===== config.mk =====
export PLATFORM = sky130hd
export DESIGN_NAME = escape_time_fractal_iteration
export DESIGN_NICKNAME = d
export VERILOG_FILES = /design/src/design/etf_pkg.sv /design/src/design/escape_time_fractal_iteration.sv /design/src/design/etf_mul.sv /design/src/design/etf_upd.sv
export SDC_FILE = /design/constraint.sdc
export NUM_CORES = 2
export LEC_CHECK = 0
export BUFFER_PORTS_ARGS = -buffer_cell sky130_fd_sc_hd__buf_2
export CORE_MARGIN = 5
export CORE_UTILIZATION = 65
export DETAILED_ROUTE_END_ITERATION = 12
export PLACE_DENSITY = 0.82
export RECOVER_POWER = 100
export SETUP_SLACK_MARGIN = 0.05
export SYNTH_ARGS = -nofsm -noshare
export SYNTH_HDL_FRONTEND = slang
export SYNTH_SLANG_ARGS = --single-unit
export TNS_END_PERCENT = 30

===== constraint.sdc =====
create_clock -name i_clk -period 17.5 [get_ports i_clk]
set_input_delay 1.75 -clock i_clk [delete_from_list [all_inputs] [get_ports i_clk]]
set_output_delay 1.75 -clock i_clk [all_outputs]
set_load 0.01 [all_outputs]

===== src/design/etf_pkg.sv =====
// Shared types and constants for the escape-time fractal iteration block.
package etf_pkg;

    // Field widths
    localparam int PIXEL_COORD_BITS = 12;
    localparam int ITER_BITS        = 12;
    localparam int COORD_W          = 32;
    localparam int STEP_W           = 31;
    localparam int PROD_W           = 2 * COORD_W;
    localparam int FRAC_BITS        = 28;

    // Configuration port
    localparam int CFG_INDEX_W = 3;
    localparam int CFG_DATA_W  = 32;

    localparam logic [CFG_INDEX_W-1:0] CFG_ORIGIN_REAL  = 3'd0;
    localparam logic [CFG_INDEX_W-1:0] CFG_ORIGIN_IMAG  = 3'd1;
    localparam logic [CFG_INDEX_W-1:0] CFG_PIXEL_STEP   = 3'd2;
    localparam logic [CFG_INDEX_W-1:0] CFG_ITER_LIMIT   = 3'd3;
    localparam logic [CFG_INDEX_W-1:0] CFG_BURNING_SHIP = 3'd4;

    // Register reset values
    localparam logic signed [COORD_W-1:0] RST_ORIGIN_REAL = -32'sd617401549;
    localparam logic signed [COORD_W-1:0] RST_ORIGIN_IMAG = -32'sd483183821;
    localparam logic [STEP_W-1:0]         RST_PIXEL_STEP  = 31'd2684355;
    localparam logic [ITER_BITS-1:0]      RST_ITER_LIMIT  = ITER_BITS'(30);

    // Escape threshold: 4.0 in Q8.56
    localparam logic [PROD_W-1:0] ESCAPE_Q56 = 64'h0400_0000_0000_0000;

    // Signed 32-bit limits
    localparam logic signed [COORD_W-1:0] MAX32 = 32'sh7FFF_FFFF;
    localparam logic signed [COORD_W-1:0] MIN32 = 32'sh8000_0000;

    typedef struct packed {
        logic [PIXEL_COORD_BITS-1:0] pixel_col;
        logic [PIXEL_COORD_BITS-1:0] pixel_row;
    } t_pixel;

    typedef struct packed {
        logic [ITER_BITS-1:0] iteration_count;
        logic                 escaped;
    } t_result;

endpackage


===== src/design/escape_time_fractal_iteration.sv =====
// Top level: sequencer, configuration registers and iteration state.
//
// Usage: write configuration through i_cfg_we / i_cfg_index / i_cfg_data while
// the block is idle (index 0 origin_real, 1 origin_imag, 2 pixel_step,
// 3 iteration_limit, 4 burning_ship_mode; other indexes are ignored).
// A pixel beat is taken on i_pixel at a clock edge where start is high and
// busy is low. busy stays high until the pixel is finished.
// The result beat appears on o_result for one cycle with o_result_strobe high;
// the receiver cannot stall, so it must take the beat in that cycle. busy is
// already low during the strobe cycle, so the next pixel may start then.
// From the accepting edge, c is formed in states CR, CI and CI2; then each of
// the n iterations performed (n at most iteration_limit) steps through SQR,
// SQI, CHK and UPD, because the single shared 32x32 multiplier forms zr^2,
// zi^2 and zr*zi in turn and UPD applies the update. A final SQR, SQI, CHK
// pass ends the pixel and registers the result beat.
// Reset (synchronous, active low) returns the sequencer to idle, clears the
// strobe and loads the configuration registers with their default values.
module escape_time_fractal_iteration (
    input  logic                                 i_clk,
    input  logic                                 i_rst_n,
    input  logic                                 start,
    output logic                                 busy,
    input  etf_pkg::t_pixel                      i_pixel,
    output logic                                 o_result_strobe,
    output etf_pkg::t_result                     o_result,
    input  logic                                 i_cfg_we,
    input  logic [etf_pkg::CFG_INDEX_W-1:0]      i_cfg_index,
    input  logic [etf_pkg::CFG_DATA_W-1:0]       i_cfg_data
);

    localparam logic [2:0] ST_IDLE = 3'd0;
    localparam logic [2:0] ST_CR   = 3'd1;
    localparam logic [2:0] ST_CI   = 3'd2;
    localparam logic [2:0] ST_CI2  = 3'd3;
    localparam logic [2:0] ST_SQR  = 3'd4;
    localparam logic [2:0] ST_SQI  = 3'd5;
    localparam logic [2:0] ST_CHK  = 3'd6;
    localparam logic [2:0] ST_UPD  = 3'd7;

    function automatic logic signed [etf_pkg::COORD_W-1:0] sat48(
        input logic signed [47:0] v
    );
        if (v > 48'(etf_pkg::MAX32))      sat48 = etf_pkg::MAX32;
        else if (v < 48'(etf_pkg::MIN32)) sat48 = etf_pkg::MIN32;
        else                              sat48 = v[etf_pkg::COORD_W-1:0];
    endfunction

    // Configuration registers
    logic signed [etf_pkg::COORD_W-1:0]   r_origin_real;
    logic signed [etf_pkg::COORD_W-1:0]   r_origin_imag;
    logic [etf_pkg::STEP_W-1:0]           r_pixel_step;
    logic [etf_pkg::ITER_BITS-1:0]        r_limit;
    logic                                 r_burning_ship;

    // Sequencer and iteration state
    logic [2:0]                           r_state, n_state;
    logic [etf_pkg::PIXEL_COORD_BITS-1:0] r_row;
    logic signed [etf_pkg::COORD_W-1:0]   r_c_real, r_c_imag;
    logic signed [etf_pkg::COORD_W-1:0]   r_z_real, r_z_imag;
    logic signed [etf_pkg::PROD_W-1:0]    r_sqr;
    logic signed [39:0]                   r_diff_sh;
    logic [etf_pkg::ITER_BITS-1:0]        r_iter;
    logic                                 r_strobe;
    etf_pkg::t_result                     r_result;

    logic signed [etf_pkg::COORD_W-1:0]   mul_a, mul_b;
    logic signed [etf_pkg::PROD_W-1:0]    prod;
    logic signed [etf_pkg::COORD_W-1:0]   upd_real, upd_imag;
    logic [etf_pkg::PROD_W-1:0]           mag;
    logic signed [etf_pkg::PROD_W-1:0]    diff;
    logic                                 esc;
    logic                                 done;
    logic signed [47:0]                   c_sum;
    logic signed [etf_pkg::COORD_W-1:0]   c_origin;

    assign busy            = (r_state != ST_IDLE);
    assign o_result_strobe = r_strobe;
    assign o_result        = r_result;

    // Write configuration registers
    always_ff @(posedge i_clk) begin
        if (!i_rst_n) begin
            r_origin_real  <= etf_pkg::RST_ORIGIN_REAL;
            r_origin_imag  <= etf_pkg::RST_ORIGIN_IMAG;
            r_pixel_step   <= etf_pkg::RST_PIXEL_STEP;
            r_limit        <= etf_pkg::RST_ITER_LIMIT;
            r_burning_ship <= 1'b0;
        end else if (i_cfg_we) begin
            case (i_cfg_index)
                etf_pkg::CFG_ORIGIN_REAL:  r_origin_real  <= i_cfg_data;
                etf_pkg::CFG_ORIGIN_IMAG:  r_origin_imag  <= i_cfg_data;
                etf_pkg::CFG_PIXEL_STEP:   r_pixel_step   <= i_cfg_data[etf_pkg::STEP_W-1:0];
                etf_pkg::CFG_ITER_LIMIT:   r_limit        <= i_cfg_data[etf_pkg::ITER_BITS-1:0];
                etf_pkg::CFG_BURNING_SHIP: r_burning_ship <= i_cfg_data[0];
                default: ;
            endcase
        end
    end

    // Select multiplier operands by step
    always_comb begin
        case (r_state)
            ST_IDLE: begin
                mul_a = signed'(etf_pkg::COORD_W'(i_pixel.pixel_col));
                mul_b = signed'({1'b0, r_pixel_step});
            end
            ST_CR: begin
                mul_a = signed'(etf_pkg::COORD_W'(r_row));
                mul_b = signed'({1'b0, r_pixel_step});
            end
            ST_SQR: begin
                mul_a = r_z_real;
                mul_b = r_z_real;
            end
            ST_SQI: begin
                mul_a = r_z_imag;
                mul_b = r_z_imag;
            end
            default: begin
                mul_a = r_z_real;
                mul_b = r_z_imag;
            end
        endcase
    end

    etf_mul u_mul (
        .i_clk  (i_clk),
        .i_a    (mul_a),
        .i_b    (mul_b),
        .o_prod (prod)
    );

    etf_upd u_upd (
        .i_diff_sh      (r_diff_sh),
        .i_cross        (prod),
        .i_c_real       (r_c_real),
        .i_c_imag       (r_c_imag),
        .i_burning_ship (r_burning_ship),
        .o_z_real       (upd_real),
        .o_z_imag       (upd_imag)
    );

    // Form c from origin plus scaled index (prod holds col*step, then row*step)
    assign c_origin = (r_state == ST_CR) ? r_origin_real : r_origin_imag;
    assign c_sum    = 48'(c_origin) + prod[47:0];

    // Escape test and difference of squares (prod holds zi^2 in the check step)
    assign mag  = r_sqr + prod;
    assign diff = r_sqr - prod;
    assign esc  = (mag >= etf_pkg::ESCAPE_Q56);
    assign done = esc || (r_iter >= r_limit);

    // Advance the sequencer
    always_comb begin
        case (r_state)
            ST_IDLE: n_state = start ? ST_CR : ST_IDLE;
            ST_CR:   n_state = ST_CI;
            ST_CI:   n_state = ST_CI2;
            ST_CI2:  n_state = ST_SQR;
            ST_SQR:  n_state = ST_SQI;
            ST_SQI:  n_state = ST_CHK;
            ST_CHK:  n_state = done ? ST_IDLE : ST_UPD;
            ST_UPD:  n_state = ST_SQR;
            default: n_state = ST_IDLE;
        endcase
    end

    always_ff @(posedge i_clk) begin
        if (!i_rst_n) begin
            r_state  <= ST_IDLE;
            r_strobe <= 1'b0;
        end else begin
            r_state  <= n_state;
            r_strobe <= (r_state == ST_CHK) && done;
        end
    end

    // Hold iteration datapath registers
    always_ff @(posedge i_clk) begin
        case (r_state)
            ST_IDLE: begin
                if (start) begin
                    r_row <= i_pixel.pixel_row;
                end
            end
            ST_CR: begin
                r_c_real <= sat48(c_sum);
            end
            ST_CI: begin
                r_c_imag <= sat48(c_sum);
            end
            ST_CI2: begin
                r_z_real <= '0;
                r_z_imag <= '0;
                r_iter   <= '0;
            end
            ST_SQI: begin
                r_sqr <= prod;
            end
            ST_CHK: begin
                r_diff_sh <= 40'(signed'(diff[etf_pkg::PROD_W-1:etf_pkg::FRAC_BITS]));
                r_result.iteration_count <= r_iter;
                r_result.escaped         <= esc;
            end
            ST_UPD: begin
                r_z_real <= upd_real;
                r_z_imag <= upd_imag;
                r_iter   <= r_iter + 1'b1;
            end
            default: ;
        endcase
    end

    // A result beat never reports more iterations than the limit
    a_count_bound: assert property (@(posedge i_clk) disable iff (!i_rst_n)
        r_strobe |-> (r_result.iteration_count <= r_limit))
        else $error("iteration count above limit");

    // A non-escaped beat must have run the full limit
    a_full_run: assert property (@(posedge i_clk) disable iff (!i_rst_n)
        (r_strobe && !r_result.escaped) |-> (r_result.iteration_count == r_limit))
        else $error("stopped early without escape");

    // An update only happens below the limit
    a_upd_below: assert property (@(posedge i_clk) disable iff (!i_rst_n)
        (r_state == ST_UPD) |-> (r_iter < r_limit))
        else $error("update past limit");

    // An accepted pixel makes the block busy
    a_accept_busy: assert property (@(posedge i_clk) disable iff (!i_rst_n)
        (start && !busy) |=> busy)
        else $error("accepted pixel not started");

    // The result beat comes with the return to idle
    a_strobe_idle: assert property (@(posedge i_clk) disable iff (!i_rst_n)
        r_strobe |-> (!busy && $past(r_state) == ST_CHK))
        else $error("result beat outside finish");

endmodule


===== src/design/etf_mul.sv =====
// Shared signed 32x32 multiplier with registered product.
module etf_mul (
    input  logic                                  i_clk,
    input  logic signed [etf_pkg::COORD_W-1:0]    i_a,
    input  logic signed [etf_pkg::COORD_W-1:0]    i_b,
    output logic signed [etf_pkg::PROD_W-1:0]     o_prod
);

    // Multiply and register every cycle
    always_ff @(posedge i_clk) begin
        o_prod <= i_a * i_b;
    end

endmodule


===== src/design/etf_upd.sv =====
// Update of z: rescale, add c, saturate, optional absolute value.
module etf_upd (
    input  logic signed [39:0]                    i_diff_sh,
    input  logic signed [etf_pkg::PROD_W-1:0]     i_cross,
    input  logic signed [etf_pkg::COORD_W-1:0]    i_c_real,
    input  logic signed [etf_pkg::COORD_W-1:0]    i_c_imag,
    input  logic                                  i_burning_ship,
    output logic signed [etf_pkg::COORD_W-1:0]    o_z_real,
    output logic signed [etf_pkg::COORD_W-1:0]    o_z_imag
);

    function automatic logic signed [etf_pkg::COORD_W-1:0] sat40(
        input logic signed [39:0] v
    );
        if (v > 40'(etf_pkg::MAX32))      sat40 = etf_pkg::MAX32;
        else if (v < 40'(etf_pkg::MIN32)) sat40 = etf_pkg::MIN32;
        else                              sat40 = v[etf_pkg::COORD_W-1:0];
    endfunction

    function automatic logic signed [etf_pkg::COORD_W-1:0] abs_sat(
        input logic signed [etf_pkg::COORD_W-1:0] v
    );
        if (v == etf_pkg::MIN32) abs_sat = etf_pkg::MAX32;
        else if (v[etf_pkg::COORD_W-1]) abs_sat = -v;
        else abs_sat = v;
    endfunction

    logic signed [39:0]                 cross_sh;
    logic signed [39:0]                 sum_r;
    logic signed [39:0]                 sum_i;
    logic signed [etf_pkg::COORD_W-1:0] sat_r;
    logic signed [etf_pkg::COORD_W-1:0] sat_i;

    // Floor-scale the cross product by 2^27 (doubling folded in)
    assign cross_sh = 40'(i_cross >>> (etf_pkg::FRAC_BITS - 1));

    // Add c and clamp to 32 bits
    assign sum_r = i_diff_sh + 40'(i_c_real);
    assign sum_i = cross_sh + 40'(i_c_imag);
    assign sat_r = sat40(sum_r);
    assign sat_i = sat40(sum_i);

    // Fold both parts into the positive quadrant in burning-ship mode
    assign o_z_real = i_burning_ship ? abs_sat(sat_r) : sat_r;
    assign o_z_imag = i_burning_ship ? abs_sat(sat_i) : sat_i;

endmodule


==> run metrics <==
total grt overflow 0; CP endpoint kind flip-flop; Setup Crit Path Kind reg -> reg; core area approximately 100000 sq um; simple-gate share of the synthesized area between 10% and 20%; R2R depth 31; Iteration-0 DRC Markers roughly 6800; CTS tree built; Fmax achieved 70.0 MHz; Critical Path Fanout Max 55; clock buffer count from CTS 45; distinct cell type count after synthesis 96; Min Hold Slack around 460 ps; clk sinks 441; GR Util All Layers between 40% and 50%; PortBufs 77; Hold WC Path Type reg -> reg; initial antenna violation count 17; status finished with violations; post-synthesis mux area share 0.996%; Clk Latency, worst-skew pair roughly 630 ps; routed wire length per instance between 20 and 30 microns; Worst Tran Pin Value ~4800 ps; Worst Path Buf+Inv 7; Starting Density approximately two thirds; Clock Tree Buf Depth 3; Final Max Slew Viols 655; layout cells sized above 1 5.19%; Fin. Hold Viols 0; # resized after CTS 0; Top delay family on crit path adder cells; setup repair bufs after CTS 0; Post-synth top flop edfxtp_1; final worst path period share 81.6%; Slew HR -217%; Critical Path Stages 31; vias 56900; hpwl dp 180000 microns; Synth Cell Area around 67000 sq um; Area Overhead vs Synth 5.05%; Synth Net Count 9115; Synth async-reset ratio 0%; Die Width 330 microns; failing checks capacitance limit, slew limit; worst hold path cell count 2; vias in the first global route 56500; Synthesis Warnings 0; H-Tree Depth 2; largest family of logic cells by synthesized area adder cells; Die Height 330 microns; post-route antenna net violation count 0; Seq/Total Area, Yosys 17.2%; Sum Neg Setup Slack 0 ps; Slowest cell on crit path clkbuf_1; Clock Skews 39.2 ps; Synth Instances 7521; Worst Setup Start Kind flip-flop; adder-cell share of the synthesized area 40.9%; DR pass1 iterations 9; RSZ-0062 raised after global routing no; # setup viols final 0; synthesized flop and latch total 441; CTS hold repair buffers 0; final wirelength about 230000 microns; pin count of the biggest net entering global routing 116; Top Ports 78; # rows 117; Worst EP required 18040 ps; crit-path most repeated cell fa_1; Tmin final about 14000 ps; DRC 0; Syn Area/Cell 8.87 sq um; FF-to-FF setup slack roughly 3200 ps; EDFF count, synth 265; Max-Cap Viols 12; clock slew at reported path FFs 70 ps; area of the die 109000 sq um; global-route wire length before repair between 300000 and 400000 microns; fin nets 8998; Compound-Gate Fraction of Synth Area 14.2%; number of vias per cell about 6.5; CTS Root Cell clkbuf_16; Final GP Congestion 1.02; CP max stage delay slightly above 2000 ps; Synth Area in XOR/XNOR 3.08%; CP Data Arrival Time 14820 ps
## path summary, 6_finish.rpt
kind	endpoint	from
min reg2reg	r_origin_real[30]$_SDFFE_PN1P_	r_origin_real[30]$_SDFFE_PN1P_
max reg2reg	u_mul.o_prod[63]$_DFF_P_	r_state[0]$_SDFF_PN0_
max	u_mul.o_prod[63]$_DFF_P_	r_state[0]$_SDFF_PN0_
min	r_origin_real[30]$_SDFFE_PN1P_	r_origin_real[30]$_SDFFE_PN1P_
## through the flow
stage | instance area [sq um] | util [%] | std cells | setup WS, ps
after floorplan | 66700 | - | 7521 | 6760
after detailed placement | 68600 | 67.3 | 8725 | 5910
after global routing | 70100 | 68.8 | 8809 | 2610
after CTS | 70200 | 68.9 | 8809 | 5840
after global placement | 68600 | 67.3 | 8725 | 6260
final | 70100 | 68.8 | 8819 | 3220
## cells in the mapped netlist (all sizes together), types with 17 or more instances
cell type	n	area share (%)
inv	1166	6.6
fa	1086	33
nand2	897	5.0
nor2	809	4.6
ha	445	8.3
a21oi	440	3.3
clkbuf	338	1.9
edfxtp	265	12
o21ai	236	1.8
dfxtp	176	5.3
xnor2	155	2.0
a21o	131	1.5
nand3	124	0.93
nor3	87	0.65
xor2	80	1.1
a21boi	64	0.73
nand2b	59	0.55
nand4	59	0.55
o21bai	52	0.59
o21a	51	0.57
mux2	43	0.73
and2	42	0.40
a211oi	40	0.47
and3	37	0.35
a221oi	36	0.47
o31ai	34	0.38
or3	34	0.32
a31oi	33	0.31
nor4	32	0.31
a221o	31	0.47
nor2b	31	0.29
o211ai	29	0.33
a22o	28	0.37
a22oi	27	0.30
buf	25	0.19
o22a	22	0.29
or2	20	0.19
a2111oi	19	0.27
mux2i	18	0.27
o22ai	18	0.17
a311oi	17	0.22
## cell type report
type / count / area [sq um]
repair buffers: 199 / 1220
diodes: 10 / 25.0
clock buffers: 55 / 1290
well taps: 1368 / 1710
inverters: 1168 / 4380
flip-flops and latches: 441 / 11500
clock inverters: 29 / 292
fillers: 8133 / 31800
multi-input cells: 5549 / 49700
## state kept, by name (all words and copies together), names as in the netlist, 3 cells and up
signal         count
r_c_imag          32
r_origin_real     32
r_z_real          32
r_sqr             64
o_result          13
r_row             12
r_origin_imag     32
r_iter            12
r_c_real          32
r_limit           12
r_diff_sh         36
u_mul.o_prod      64
r_pixel_step      31
r_z_imag          32
r_state            3
## layer usage
metal	up-vias	global-route usage (%)	share of wire [%]
met3	825	13.6	14
li1	24400	-	-
met1	28000	56.6	38
met5	-	0.399	0.070
met4	18	20.3	6.4
met2	3795	60.3	42
## worst register-to-register path, delay by kind of cell (launching register included)
family          cells  cell delay, ps
compound gates      6            2370
simple gates        8            1830
xor+xnor            1             110
fa+ha+maj           9            4840
flops               1             970
buf+inv             7            4100
## cell usage in the layout, fill, tap and decap left out, drive strengths merged, types with 18 or more instances in the layout
master	synthesis	final
nand3	124	124
nand4	59	59
or2	20	20
a21boi	64	64
o22a	22	22
a221oi	36	36
a2111oi	19	19
o31ai	34	34
ha	445	445
nand2b	59	59
nor3	87	87
a22oi	27	27
inv	1166	1173
mux2i	18	18
fa	1086	1086
a21oi	440	440
a21o	131	131
and3	37	37
nand2	897	897
nor4	32	32
nor2b	31	31
edfxtp	265	265
mux2	43	43
a22o	28	28
o211ai	29	29
o22ai	18	18
and2	42	42
dfxtp	176	176
o21bai	52	52
nor2	809	809
buf	25	167
o21ai	236	236
clkbuf	338	87
o21a	51	51
or3	34	34
a211oi	40	40
xor2	80	80
a31oi	33	33
a221o	31	31
xnor2	155	155
## kinds of logic (layout without fill, tap and decap cells)
logic type / Yosys count / count (layout)
buffers and inverters: 1531 / 1451
adders and majority gates: 1531 / 1531
AOI/OAI and AO/OA: 1429 / 1429
xor gates and xnor gates: 235 / 235
other: 0 / 10
and+or+nand+nor: 2293 / 2293
DFF: 441 / 441
muxes: 61 / 61
Power is left out: the tool's default activity adds up to more than one toggle a clock period on the data nets, which glitch-free logic cannot reach.
